`config.mk`:
```
export PLATFORM = sky130hd
export DESIGN_NAME = touch_contact_tracker
export DESIGN_NICKNAME = d
export VERILOG_FILES = /design/src/hdl/tct_pkg.sv /design/src/hdl/tct_cell.sv /design/src/hdl/tct_ctrl.sv /design/src/hdl/touch_contact_tracker.sv
export SDC_FILE = /design/constraint.sdc
export NUM_CORES = 2
export LEC_CHECK = 0
export ABC_AREA = 1
export BUFFER_PORTS_ARGS = -buffer_cell sky130_fd_sc_hd__buf_2
export CAP_MARGIN = 20
export CORE_MARGIN = 1
export CORE_UTILIZATION = 55
export DETAILED_ROUTE_END_ITERATION = 8
export PLACE_DENSITY_LB_ADDON = 0.2
export RECOVER_POWER = 25
export SETUP_SLACK_MARGIN = 0.4
export SLEW_MARGIN = 10
export SYNTH_ARGS = -nofsm -noshare
export SYNTH_HDL_FRONTEND = slang
export SYNTH_SLANG_ARGS = --single-unit
```
`constraint.sdc`:
```
create_clock -name clk_i -period 7.4 [get_ports clk_i]
set_input_delay 0.74 -clock clk_i [delete_from_list [all_inputs] [get_ports clk_i]]
set_output_delay 0.74 -clock clk_i [all_outputs]
set_load 0.01 [all_outputs]
```
`src/hdl/tct_pkg.sv`:
```
// ----------------------------------------------------------------------------
// tct_pkg
// Shared types and constants of the touch contact tracker: beat codes, the
// contact entry held by each chain cell and the control word sent to the row.
// ----------------------------------------------------------------------------
`default_nettype none

package tct_pkg;

  localparam int unsigned ID_W     = 32;
  localparam int unsigned POS_W    = 16;
  localparam int unsigned SLOT_W   = 6;
  localparam int unsigned LIVE_W   = 7;
  localparam int unsigned STATUS_W = 3;
  localparam int unsigned MODE_W   = 2;
  localparam int unsigned PHASE_W  = 2;

  typedef enum logic [MODE_W-1:0] {
    MODE_DOWN   = 2'd0,
    MODE_MOTION = 2'd1,
    MODE_UP     = 2'd2,
    MODE_TICK   = 2'd3
  } tct_mode_e;

  typedef enum logic [STATUS_W-1:0] {
    STAT_UPDATED   = 3'd0,
    STAT_INSERTED  = 3'd1,
    STAT_FULL      = 3'd2,
    STAT_NOT_FOUND = 3'd3,
    STAT_TICK      = 3'd4
  } tct_status_e;

  typedef enum logic [PHASE_W-1:0] {
    PH_NONE = 2'd0,
    PH_DOWN = 2'd1,
    PH_HELD = 2'd2,
    PH_UP   = 2'd3
  } tct_phase_e;

  typedef enum logic [2:0] {
    ST_IDLE,
    ST_SCAN,
    ST_COMPACT,
    ST_REPORT,
    ST_EMPTY
  } tct_state_e;

  // One contact as held in a chain cell
  typedef struct packed {
    logic [ID_W-1:0]  id;
    logic [POS_W-1:0] x;
    logic [POS_W-1:0] y;
    logic             now_pressed;
    logic             was_pressed;
    logic             latch;
    tct_phase_e       phase;
  } tct_entry_t;

  // Control broadcast to every cell of the row
  typedef struct packed {
    logic              shift;
    logic              wr_en;
    logic [SLOT_W-1:0] wr_ptr;
  } tct_cell_ctl_t;

endpackage : tct_pkg

`default_nettype wire

```
`src/hdl/tct_cell.sv`:
```
// ----------------------------------------------------------------------------
// tct_cell
// One cell of the contact chain. Holds one entry; on a shift it takes the
// entry of its upper neighbor, and a broadcast write at its index overrides.
// ----------------------------------------------------------------------------
`default_nettype none

module tct_cell #(
  parameter logic [tct_pkg::SLOT_W-1:0] INDEX = '0
) (
  input  wire                    clk_i,
  input  tct_pkg::tct_cell_ctl_t ctl_i,
  input  tct_pkg::tct_entry_t    nbr_i,
  input  tct_pkg::tct_entry_t    wr_data_i,
  output tct_pkg::tct_entry_t    ent_o
);

  import tct_pkg::*;

  tct_entry_t ent_q;
  tct_entry_t ent_d;

  // Select write, neighbor or hold
  always_comb begin
    ent_d = ent_q;
    if (ctl_i.wr_en && (ctl_i.wr_ptr == INDEX)) begin
      ent_d = wr_data_i;
    end else if (ctl_i.shift) begin
      ent_d = nbr_i;
    end
  end

  always_ff @(posedge clk_i) begin
    ent_q <= ent_d;
  end

  assign ent_o = ent_q;

endmodule : tct_cell

`default_nettype wire

```
`src/hdl/tct_ctrl.sv`:
```
// ----------------------------------------------------------------------------
// tct_ctrl
// Sequencer of the contact tracker. Rotates the chain through its head cell
// to look up, compact and report entries, and owns the result register.
// ----------------------------------------------------------------------------
`default_nettype none

module tct_ctrl #(
  parameter int unsigned MAX_CONTACTS = 16
) (
  input  wire                    clk_i,
  input  wire                    rst_ni,
  // input beats
  input  wire                    s_axis_tvalid_i,
  output logic                   s_axis_tready_o,
  input  wire  [63:0]            s_axis_tdata_i,  // touch_id, pos_x, pos_y
  input  wire  [1:0]             s_axis_tuser_i,  // mode
  // result beats
  output logic                   m_axis_tvalid_o,
  input  wire                    m_axis_tready_i,
  output logic [79:0]            m_axis_tdata_o,  // slot, contact_id, report_x,
                                                  // report_y, phase, live_count
  output logic [3:0]             m_axis_tuser_o,  // status, entry_valid
  output logic                   m_axis_tlast_o,
  // chain
  input  tct_pkg::tct_entry_t    head_i,
  output tct_pkg::tct_cell_ctl_t ctl_o,
  output tct_pkg::tct_entry_t    wr_data_o
);

  import tct_pkg::*;

  localparam int unsigned CW = $clog2(MAX_CONTACTS + 1);

  tct_state_e state_q, state_d;

  logic [CW-1:0]    cnt_q, cnt_d;
  logic [CW-1:0]    rem_q, rem_d;
  logic [CW-1:0]    kept_q, kept_d;
  logic             found_q, found_d;
  logic [CW-1:0]    fidx_q, fidx_d;
  tct_entry_t       hit_q, hit_d;
  tct_mode_e        mode_q, mode_d;
  logic [ID_W-1:0]  id_q, id_d;
  logic [POS_W-1:0] x_q, x_d;
  logic [POS_W-1:0] y_q, y_d;

  // result register
  logic              ovalid_q, ovalid_d;
  tct_status_e       ostat_q, ostat_d;
  logic              oev_q, oev_d;
  logic [SLOT_W-1:0] oslot_q, oslot_d;
  logic [ID_W-1:0]   oid_q, oid_d;
  logic [POS_W-1:0]  ox_q, ox_d;
  logic [POS_W-1:0]  oy_q, oy_d;
  tct_phase_e        oph_q, oph_d;
  logic [LIVE_W-1:0] olive_q, olive_d;
  logic              olast_q, olast_d;

  logic          accept;
  logic          out_free;
  logic          rem_zero;
  logic          head_hit;
  logic          head_cur;
  tct_phase_e    head_ph;
  tct_entry_t    head_mod;
  logic [CW-1:0] step_idx;
  logic [CW-1:0] tail_ptr;
  logic [CW-1:0] keep_ptr;
  logic          has_room;

  assign accept   = s_axis_tvalid_i && s_axis_tready_o;
  assign out_free = !ovalid_q || m_axis_tready_i;
  assign rem_zero = (rem_q == '0);
  assign step_idx = cnt_q - rem_q;
  assign tail_ptr = cnt_q - 1'b1;
  assign keep_ptr = rem_q - 1'b1 + kept_q;
  assign has_room = (cnt_q < CW'(MAX_CONTACTS));

  assign s_axis_tready_o = (state_q == ST_IDLE);

  // Match and update of the head entry
  always_comb begin
    head_hit = !found_q && (head_i.id == id_q);
    head_mod = head_i;
    unique case (mode_q)
      MODE_DOWN: begin
        head_mod.now_pressed = 1'b1;
        head_mod.latch       = 1'b1;
        head_mod.x           = x_q;
        head_mod.y           = y_q;
      end
      MODE_MOTION: begin
        head_mod.x = x_q;
        head_mod.y = y_q;
      end
      MODE_UP: begin
        head_mod.now_pressed = 1'b0;
      end
      default: begin
      end
    endcase
  end

  // Classify the head entry for a tick
  always_comb begin
    head_cur = head_i.now_pressed | head_i.latch;
    case ({head_i.was_pressed, head_cur})
      2'b01:   head_ph = PH_DOWN;
      2'b11:   head_ph = PH_HELD;
      2'b10:   head_ph = PH_UP;
      default: head_ph = PH_NONE;
    endcase
  end

  // Next state
  always_comb begin
    state_d = state_q;
    unique case (state_q)
      ST_IDLE: begin
        if (accept) begin
          state_d = (tct_mode_e'(s_axis_tuser_i) == MODE_TICK) ? ST_COMPACT : ST_SCAN;
        end
      end
      ST_SCAN: begin
        if (rem_zero && out_free) begin
          state_d = ST_IDLE;
        end
      end
      ST_COMPACT: begin
        if (rem_zero) begin
          state_d = (kept_q == '0) ? ST_EMPTY : ST_REPORT;
        end
      end
      ST_REPORT: begin
        if (out_free && (rem_q == CW'(1))) begin
          state_d = ST_IDLE;
        end
      end
      ST_EMPTY: begin
        if (out_free) begin
          state_d = ST_IDLE;
        end
      end
      default: state_d = ST_IDLE;
    endcase
  end

  // Datapath, chain control and result register
  always_comb begin
    cnt_d   = cnt_q;
    rem_d   = rem_q;
    kept_d  = kept_q;
    found_d = found_q;
    fidx_d  = fidx_q;
    hit_d   = hit_q;
    mode_d  = mode_q;
    id_d    = id_q;
    x_d     = x_q;
    y_d     = y_q;

    ovalid_d = ovalid_q && !m_axis_tready_i;
    ostat_d  = ostat_q;
    oev_d    = oev_q;
    oslot_d  = oslot_q;
    oid_d    = oid_q;
    ox_d     = ox_q;
    oy_d     = oy_q;
    oph_d    = oph_q;
    olive_d  = olive_q;
    olast_d  = olast_q;

    ctl_o     = '0;
    wr_data_o = head_i;

    unique case (state_q)
      ST_IDLE: begin
        // latch the beat and start a pass over the chain
        if (accept) begin
          mode_d  = tct_mode_e'(s_axis_tuser_i);
          id_d    = s_axis_tdata_i[31:0];
          x_d     = s_axis_tdata_i[47:32];
          y_d     = s_axis_tdata_i[63:48];
          rem_d   = cnt_q;
          kept_d  = '0;
          found_d = 1'b0;
        end
      end
      ST_SCAN: begin
        if (!rem_zero) begin
          // rotate the head to the tail, updating the first match
          ctl_o.shift  = 1'b1;
          ctl_o.wr_en  = 1'b1;
          ctl_o.wr_ptr = SLOT_W'(tail_ptr);
          if (head_hit) begin
            wr_data_o = head_mod;
            found_d   = 1'b1;
            fidx_d    = step_idx;
            hit_d     = head_mod;
          end
          rem_d = rem_q - 1'b1;
        end else if (out_free) begin
          ovalid_d = 1'b1;
          oev_d    = 1'b0;
          oph_d    = PH_NONE;
          olast_d  = 1'b1;
          olive_d  = LIVE_W'(cnt_q);
          if (found_q) begin
            ostat_d = STAT_UPDATED;
            oslot_d = SLOT_W'(fidx_q);
            oid_d   = hit_q.id;
            ox_d    = hit_q.x;
            oy_d    = hit_q.y;
          end else if ((mode_q == MODE_DOWN) && has_room) begin
            // append a new contact after the last entry
            ctl_o.wr_en           = 1'b1;
            ctl_o.wr_ptr          = SLOT_W'(cnt_q);
            wr_data_o.id          = id_q;
            wr_data_o.x           = x_q;
            wr_data_o.y           = y_q;
            wr_data_o.now_pressed = 1'b1;
            wr_data_o.was_pressed = 1'b0;
            wr_data_o.latch       = 1'b1;
            wr_data_o.phase       = PH_NONE;
            cnt_d   = cnt_q + 1'b1;
            ostat_d = STAT_INSERTED;
            oslot_d = SLOT_W'(cnt_q);
            oid_d   = id_q;
            ox_d    = x_q;
            oy_d    = y_q;
            olive_d = LIVE_W'(cnt_q + 1'b1);
          end else begin
            ostat_d = (mode_q == MODE_DOWN) ? STAT_FULL : STAT_NOT_FOUND;
            oslot_d = '0;
            oid_d   = '0;
            ox_d    = '0;
            oy_d    = '0;
          end
        end
      end
      ST_COMPACT: begin
        if (!rem_zero) begin
          // pop the head; push it behind the kept entries unless finished
          ctl_o.shift = 1'b1;
          if (head_ph != PH_NONE) begin
            ctl_o.wr_en           = 1'b1;
            ctl_o.wr_ptr          = SLOT_W'(keep_ptr);
            wr_data_o.was_pressed = head_cur;
            wr_data_o.latch       = 1'b0;
            wr_data_o.phase       = head_ph;
            kept_d = kept_q + 1'b1;
          end
          rem_d = rem_q - 1'b1;
        end else begin
          cnt_d = kept_q;
          rem_d = kept_q;
        end
      end
      ST_REPORT: begin
        if (out_free) begin
          // report the head and rotate it to the tail
          ctl_o.shift  = 1'b1;
          ctl_o.wr_en  = 1'b1;
          ctl_o.wr_ptr = SLOT_W'(tail_ptr);
          ovalid_d = 1'b1;
          ostat_d  = STAT_TICK;
          oev_d    = 1'b1;
          oslot_d  = SLOT_W'(step_idx);
          oid_d    = head_i.id;
          ox_d     = head_i.x;
          oy_d     = head_i.y;
          oph_d    = head_i.phase;
          olive_d  = LIVE_W'(cnt_q);
          olast_d  = (rem_q == CW'(1));
          rem_d    = rem_q - 1'b1;
        end
      end
      ST_EMPTY: begin
        if (out_free) begin
          ovalid_d = 1'b1;
          ostat_d  = STAT_TICK;
          oev_d    = 1'b0;
          oslot_d  = '0;
          oid_d    = '0;
          ox_d     = '0;
          oy_d     = '0;
          oph_d    = PH_NONE;
          olive_d  = '0;
          olast_d  = 1'b1;
        end
      end
      default: begin
      end
    endcase
  end

  // Control registers
  always_ff @(posedge clk_i or negedge rst_ni) begin
    if (!rst_ni) begin
      state_q  <= ST_IDLE;
      cnt_q    <= '0;
      rem_q    <= '0;
      kept_q   <= '0;
      found_q  <= 1'b0;
      ovalid_q <= 1'b0;
    end else begin
      state_q  <= state_d;
      cnt_q    <= cnt_d;
      rem_q    <= rem_d;
      kept_q   <= kept_d;
      found_q  <= found_d;
      ovalid_q <= ovalid_d;
    end
  end

  // Payload registers
  always_ff @(posedge clk_i) begin
    fidx_q  <= fidx_d;
    hit_q   <= hit_d;
    mode_q  <= mode_d;
    id_q    <= id_d;
    x_q     <= x_d;
    y_q     <= y_d;
    ostat_q <= ostat_d;
    oev_q   <= oev_d;
    oslot_q <= oslot_d;
    oid_q   <= oid_d;
    ox_q    <= ox_d;
    oy_q    <= oy_d;
    oph_q   <= oph_d;
    olive_q <= olive_d;
    olast_q <= olast_d;
  end

  assign m_axis_tvalid_o = ovalid_q;
  assign m_axis_tdata_o  = {1'b0, olive_q, oph_q, oy_q, ox_q, oid_q, oslot_q};
  assign m_axis_tuser_o  = {oev_q, ostat_q};
  assign m_axis_tlast_o  = olast_q;

endmodule : tct_ctrl

`default_nettype wire

```
`src/hdl/touch_contact_tracker.sv`:
```
// Event beat (down, motion, up): one pass over the chain, then the result beat.
// Tick beat: a compaction pass, then one report beat per kept entry (one beat
// when none is kept). The chain rotates one cell a cycle, but not while a report
// is stalled. One beat is worked at a time; a new beat is taken while a result
// waits. Reset clears the entry count and control; cell contents stay undefined.
// ----------------------------------------------------------------------------
// touch_contact_tracker
// Table of active touch contacts kept in a shifting row of cells, matched by
// id, with per-tick classification, compaction and reporting.
// ----------------------------------------------------------------------------
`default_nettype none

module touch_contact_tracker #(
  parameter int unsigned MAX_CONTACTS = 16
) (
  input  wire         clk_i,
  input  wire         rst_ni,
  input  wire         s_axis_tvalid_i,
  output logic        s_axis_tready_o,
  input  wire  [63:0] s_axis_tdata_i,   // touch_id[31:0], pos_x[47:32], pos_y[63:48]
  input  wire  [1:0]  s_axis_tuser_i,   // mode[1:0]
  output logic        m_axis_tvalid_o,
  input  wire         m_axis_tready_i,
  output logic [79:0] m_axis_tdata_o,   // slot[5:0], contact_id[37:6], report_x[53:38],
                                        // report_y[69:54], phase[71:70],
                                        // live_count[78:72], zero[79]
  output logic [3:0]  m_axis_tuser_o,   // status[2:0], entry_valid[3]
  output logic        m_axis_tlast_o
);

  import tct_pkg::*;

  tct_cell_ctl_t ctl;
  tct_entry_t    wr_data;
  tct_entry_t    ent [MAX_CONTACTS+1];

  // Nothing enters above the top cell
  assign ent[MAX_CONTACTS] = '0;

  // Row of contact cells, cell 0 is the head
  for (genvar g = 0; g < MAX_CONTACTS; g++) begin : g_cell
    tct_cell #(
      .INDEX (SLOT_W'(g))
    ) u_cell (
      .clk_i     (clk_i),
      .ctl_i     (ctl),
      .nbr_i     (ent[g+1]),
      .wr_data_i (wr_data),
      .ent_o     (ent[g])
    );
  end

  tct_ctrl #(
    .MAX_CONTACTS (MAX_CONTACTS)
  ) u_ctrl (
    .clk_i           (clk_i),
    .rst_ni          (rst_ni),
    .s_axis_tvalid_i (s_axis_tvalid_i),
    .s_axis_tready_o (s_axis_tready_o),
    .s_axis_tdata_i  (s_axis_tdata_i),
    .s_axis_tuser_i  (s_axis_tuser_i),
    .m_axis_tvalid_o (m_axis_tvalid_o),
    .m_axis_tready_i (m_axis_tready_i),
    .m_axis_tdata_o  (m_axis_tdata_o),
    .m_axis_tuser_o  (m_axis_tuser_o),
    .m_axis_tlast_o  (m_axis_tlast_o),
    .head_i          (ent[0]),
    .ctl_o           (ctl),
    .wr_data_o       (wr_data)
  );

endmodule : touch_contact_tracker

`default_nettype wire

```
---- Word level (Yosys, flattened, before mapping) ----
Index checks and enable logic that the tools add are counted.
operators by class
  $add $sub $neg .......................... 7
  $lt $le $gt $ge ......................... 1
  eq/ne operators ......................... 42
  muxes and demuxes ....................... 137
  bitwise operators ....................... 2
  reductions and logical operators ........ 66
operator list
  kind                                                              count
  69-bit two-way mux                                                36
  32-bit two-way mux                                                7
  16-bit two-way mux                                                11
  16-bit case mux with 3 select lines                               2
  32-bit case mux with 3 select lines                               1
  7-bit two-way mux                                                 11
  5-bit two-way mux                                                 13
  65-bit two-way mux                                                1
  6-bit by 4-bit == test with 1-bit output (second input constant)  8
  2-bit nonzero test                                                21
  37-bit two-way mux                                                1
  3-bit two-way mux                                                 11
  32-bit == test                                                    1
  6-bit two-way mux                                                 5
  6-bit by 3-bit == test with 1-bit output (second input constant)  4
  8-bit case mux with 3 select lines                                1
  1-bit logical AND                                                 22
  2-bit by 1-bit != test with 1-bit output (second input constant)  11
  7-bit case mux with 3 select lines                                1
  5-bit case mux with 2 select lines                                2
  5-bit case mux with 4 select lines                                1
  6-bit case mux with 3 select lines                                1
  8-bit two-way mux                                                 2
  4-bit AND reduction                                               4
  39 further kinds                                                  77
word-level totals
  flip-flop bits (word level) ............. 1343
  word-level logic and storage cells ...... 390

---- Logic depth before layout (Yosys ltp) ----
  word-level depth ........................ 10
  mapped depth ............................ 19
  mapped depth without buffers ............ 17

---- By module ----
A second synthesis with hierarchy kept.
second synthesis, totals
  cells, all modules ...................... 6429
  area, all modules ....................... 63110.5 µm²
modules (own cells, without submodules)
  module                            instances  cells an instance  area each (µm²)  sequential area each (µm²)
  tct_ctrl                          1          1450               12921.1          7016.7
  tct_cell (g_cell[10].u_cell ...)  4          315                3140.5           2072.0
  tct_cell (g_cell[13].u_cell ...)  2          315                3198.1           2072.0
  tct_cell (g_cell[1].u_cell ...)   2          309                3168.0           2072.0
  tct_cell (g_cell[11].u_cell ...)  2          309                3114.2           2072.0
  tct_cell (g_cell[4].u_cell ...)   2          309                3110.5           2072.0
  tct_cell (g_cell[12].u_cell ...)  2          308                3106.7           2072.0
  tct_cell (g_cell[0].u_cell)       1          310                3114.2           2072.0
  tct_cell (g_cell[3].u_cell)       1          308                3114.2           2072.0
  touch_contact_tracker             1          1                  3.8              0.0

---- Least setup slack after synthesis ----
Ideal clock, no wire load.
  path kind ............................... reg-to-reg
  start ................................... register u_ctrl.found_q
  end ..................................... register g_cell[10].u_cell.ent_q (netlist bit g_cell[10].u_cell.ent_o[4]), data pin
  library setup time ...................... 0.254 ns
  arrival ................................. 5.400 ns
  data required time ...................... 7.146 ns
  path slack .............................. 1.747 ns
  stages on the path, launching flop included .. 13
  cells stage by stage .................... dfrtp_1 -> buf_2 -> a21oi_1 -> nand3_1 -> nor2_1 -> nand2_1 -> nor2_1 -> nand2_1 -> nor2_1 -> nand3b_1 -> clkbuf_1 -> nand3_1 -> nand2_1
RTL lines
  element                 RTL line         RTL
  start, declared         tct_ctrl.sv:40   logic found_q, found_d;
  start signal, assigned  tct_ctrl.sv:311  found_q <= found_d;
  end signal, assigned    tct_cell.sv:34   ent_q <= ent_d;
  end, declared           tct_cell.sv:20   tct_entry_t ent_q;

==> results.json <==
{
  "dp_slack_ns": 2.357,
  "critical-path-top-delay-family": "buffers and inverters",
  "cp-start-kind": "flip-flop",
  "antenna_found_initial": 2,
  "tns_ns": 0,
  "cts_resized": 0,
  "synthCells": 5570,
  "async_flop_share_pct": 1.491,
  "overflow": 0,
  "grt_pass1_vias": 36110,
  "drtAntennaViolNets": 0,
  "clock-sinks": 1341,
  "grt_max_degree": 105,
  "grt_pass1_wl_mm": 213.8,
  "cts-root-buf": "clkbuf_16",
  "worst_pin_slew_ns": 3.382,
  "drc_errors": 0,
  "report.final.hold_viol_count": 0,
  "cts_made_buffers": 142,
  "final_net_count": 5667,
  "routed_wl_mm": 137.8,
  "wl_per_cell_um": 19.50,
  "fin_crit_sh_pct": 82.10,
  "fmax_mhz": 164.6,
  "drv_slew": 711,
  "io_pins": 157,
  "die_w_um": 327.4,
  "crit_fanout": 69,
  "final.min_clock_period_ns": 6.075,
  "avgSynthCellArea_um2": 10.46,
  "dieArea_mm2": 0.1072,
  "relSlewSlack_pct": -125.5,
  "end_kind": "flip-flop",
  "syn_to_final_growth_pct": 10.28,
  "cts.htree.levels": 4,
  "path_clk_slew_ns": 0.06,
  "grt_usage_pct": 25.72,
  "max_stage_delay_ns": 2.40,
  "yosys.cell_types.count": 47,
  "ys_ff_latch": 1341,
  "cts_tree": "yes",
  "dr.pass1.iters": 6,
  "cp_cell_sequence": "inv_1 -> nand3_1 -> clkbuf_1 -> o21ai_0 -> nand4_1 -> a21oi_1 -> clkbuf_1 -> o21ai_0",
  "n_fill_cell": 8487,
  "drive_gt1_share_pct": 6.383,
  "drtIter0Drc": 4496,
  "path_class": "reg -> reg",
  "die_y_um": 327.4,
  "synth_edf_count": 1321,
  "dp.cells": 6810,
  "required_ns": 7.93,
  "status": "finished with violations",
  "instances_no_fill": 7067,
  "netlist_area_mm2": 0.05824,
  "min_path_type": "in -> reg",
  "rsz0062_at_grt": "no",
  "finalSetupViolations": 0,
  "start_util_pct": 55.87,
  "crit_buf_inv": 3,
  "clk_latency_ns": 0.77,
  "yosysWarnings": 0,
  "gp_congestion": 0.9166,
  "synthFlopType": "edfxtp_1",
  "diodes": 0,
  "setup_slack_ns": 1.325,
  "seq_area_frac_synth_pct": 68.98,
  "vias": 39250,
  "numPortBuffers": 153,
  "crit_slowest_cell": "clkbuf_1",
  "dp_hpwl_mm": 85.70,
  "finalClockSkew_ns": 0.02752,
  "max-cap-violations": 22,
  "core_mm2": 0.1042,
  "rows": 118,
  "clock_path_buffers": 3,
  "cp.arrival_ns": 6.61,
  "via_per_inst": 5.554,
  "violations": "max-capacitance violations, max-slew violations"
}
routing by layer:
metal,wire (um),up-vias,GRT usage [%]
met3,11330,198,4.354
met5,0,-,0
met1,64680,18630,40.34
met4,2560,0,6.755
met2,59250,1629,37.14
li1,-,18800,-
worst register-to-register path, cell delays in order, from the launching register on:
cell	delay (ns)
dfrtp_1	1.25
inv_1	0.25
nand3_1	0.23
clkbuf_1	2.40
o21ai_0	0.58
nand4_1	0.35
a21oi_1	0.09
clkbuf_1	0.39
o21ai_0	0.31
synth_stat cells, types with 3 or more instances:
library cell  count  area (um^2)
a21oi_1          52        260.3
a22o_1            9        78.83
buf_1            10        37.54
buf_2           131        655.6
buf_4             7        52.55
buf_6             3        33.78
clkbuf_1        210        788.3
clkinv_1          3        11.26
dfrtp_1          20        500.5
edfxtp_1       1321        39670
ha_1             18        225.2
inv_1           218        818.3
inv_2            20        75.07
nand2_1        2464         9249
nand2_2           7        43.79
nand3_1         113        565.5
nand3_2           5        50.05
nand4_1          11        68.82
nor2_1           86        322.8
nor2_2            7        43.79
nor2_4           10        112.6
nor3_1            6        30.03
o211ai_1          5        37.54
o21ai_0         663         3318
o21ai_1          81        405.4
o221ai_1         11        96.34
o22ai_1          21        131.4
o32ai_1          19        166.4
xnor2_1           5        43.79
xor2_1           10        87.58
flip-flops by register name, summed over array words and instances (netlist names), 6 cells and up:
signal and flops:
u_ctrl.y_q 16, u_ctrl.hit_q 64, u_ctrl.ox_q 16, g_cell.u_cell.ent_o 1104, u_ctrl.oy_q 16, u_ctrl.id_q 32, u_ctrl.oid_q 32, u_ctrl.x_q 16
u_ctrl.olive_q 6
what timing repair did:
item / CTS / global route
hold buffers: 1 / 0
hold endpoints to repair: 20 / 0
buffers inserted: 0 / 0
cell usage in the layout (no fill, tap or decap), types with 10 or more instances in the layout:
cell	synthesis	routed
xor2_1	10	10
buf_2	131	54
dfrtp_1	20	20
nand3_1	113	113
bufinv_16	0	14
ha_1	18	18
o221ai_1	11	11
nand2_4	1	19
clkinv_1	3	22
o22ai_1	21	21
nand4_1	11	11
nor2_1	86	85
o21ai_1	81	78
nor2_4	10	11
clkinv_2	0	26
clkbuf_16	0	144
inv_1	218	221
edfxtp_1	1321	1321
o21ai_0	663	666
inv_2	20	12
clkbuf_1	210	166
a21oi_1	52	51
nand2_1	2464	2447
o32ai_1	19	19
buf_4	7	35
cell families after synthesis:
family                   count (synthesis)  share of synthesized area (%)
flip-flops                            1341                          68.98
AO/OA/AOI/OAI                          870                          7.840
buffers and inverters                  603                          4.254
XOR/XNOR                                15                         0.2256
AND/OR/NAND/NOR                       2720                          18.24
other                                    1                       0.006439
adder cells (fa/ha/maj)                 20                         0.4555
path summary, 6_finish.rpt:
check                      slack [ns]  cells past startpoint                                  end                            startpoint
max                              1.32                      8  g_cell[4].u_cell.ent_o[1]$_DFFE_PP_            u_ctrl.found_q$_DFFE_PN0P_
min                              0.16                      1             u_ctrl.id_q[7]$_DFFE_PP_                     s_axis_tdata_i[7]
max in group asynchronous        5.73                      2          u_ctrl.rem_q[0]$_DFFE_PN0P_                                rst_ni
max reg2reg                      1.32                      8  g_cell[4].u_cell.ent_o[1]$_DFFE_PP_            u_ctrl.found_q$_DFFE_PN0P_
min in group asynchronous        0.84                      2         u_ctrl.kept_q[2]$_DFFE_PN0P_                                rst_ni
min reg2reg                      0.45                      0           u_ctrl.hit_q[46]$_DFFE_PP_  g_cell[0].u_cell.ent_o[46]$_DFFE_PP_
metrics by stage:
| step | hold WS [ns] | utilization (%) | area [um^2] |
|---|---|---|---|
| 2_1_floorplan | 0.4264 | - | 58250 |
| 3_3_place_gp | 0.4310 | 57.53 | 59970 |
| 3_5_place_dp | 0.4380 | 57.55 | 59990 |
| 4_1_cts | 0.1142 | 61.92 | 64540 |
| 5_1_grt | 0.1358 | 61.62 | 64230 |
| 6_report | 0.1570 | 61.62 | 64230 |
final cells by class:
| cell class | count | area [um^2] | share of cell area [%] |
|---|---|---|---|
| clock buffer | 182 | 3746 | 5.833 |
| sequential | 1341 | 40170 | 62.54 |
| multi-input combinational | 3629 | 15780 | 24.56 |
| tap | 1380 | 1727 | 2.688 |
| timing repair buffer | 222 | 1104 | 1.718 |
| inverter | 241 | 912.1 | 1.420 |
| clock inverter | 72 | 793.3 | 1.235 |
Power is not shown: default switching activity piles up to over one toggle a cycle in this logic, so the estimate is an artifact.
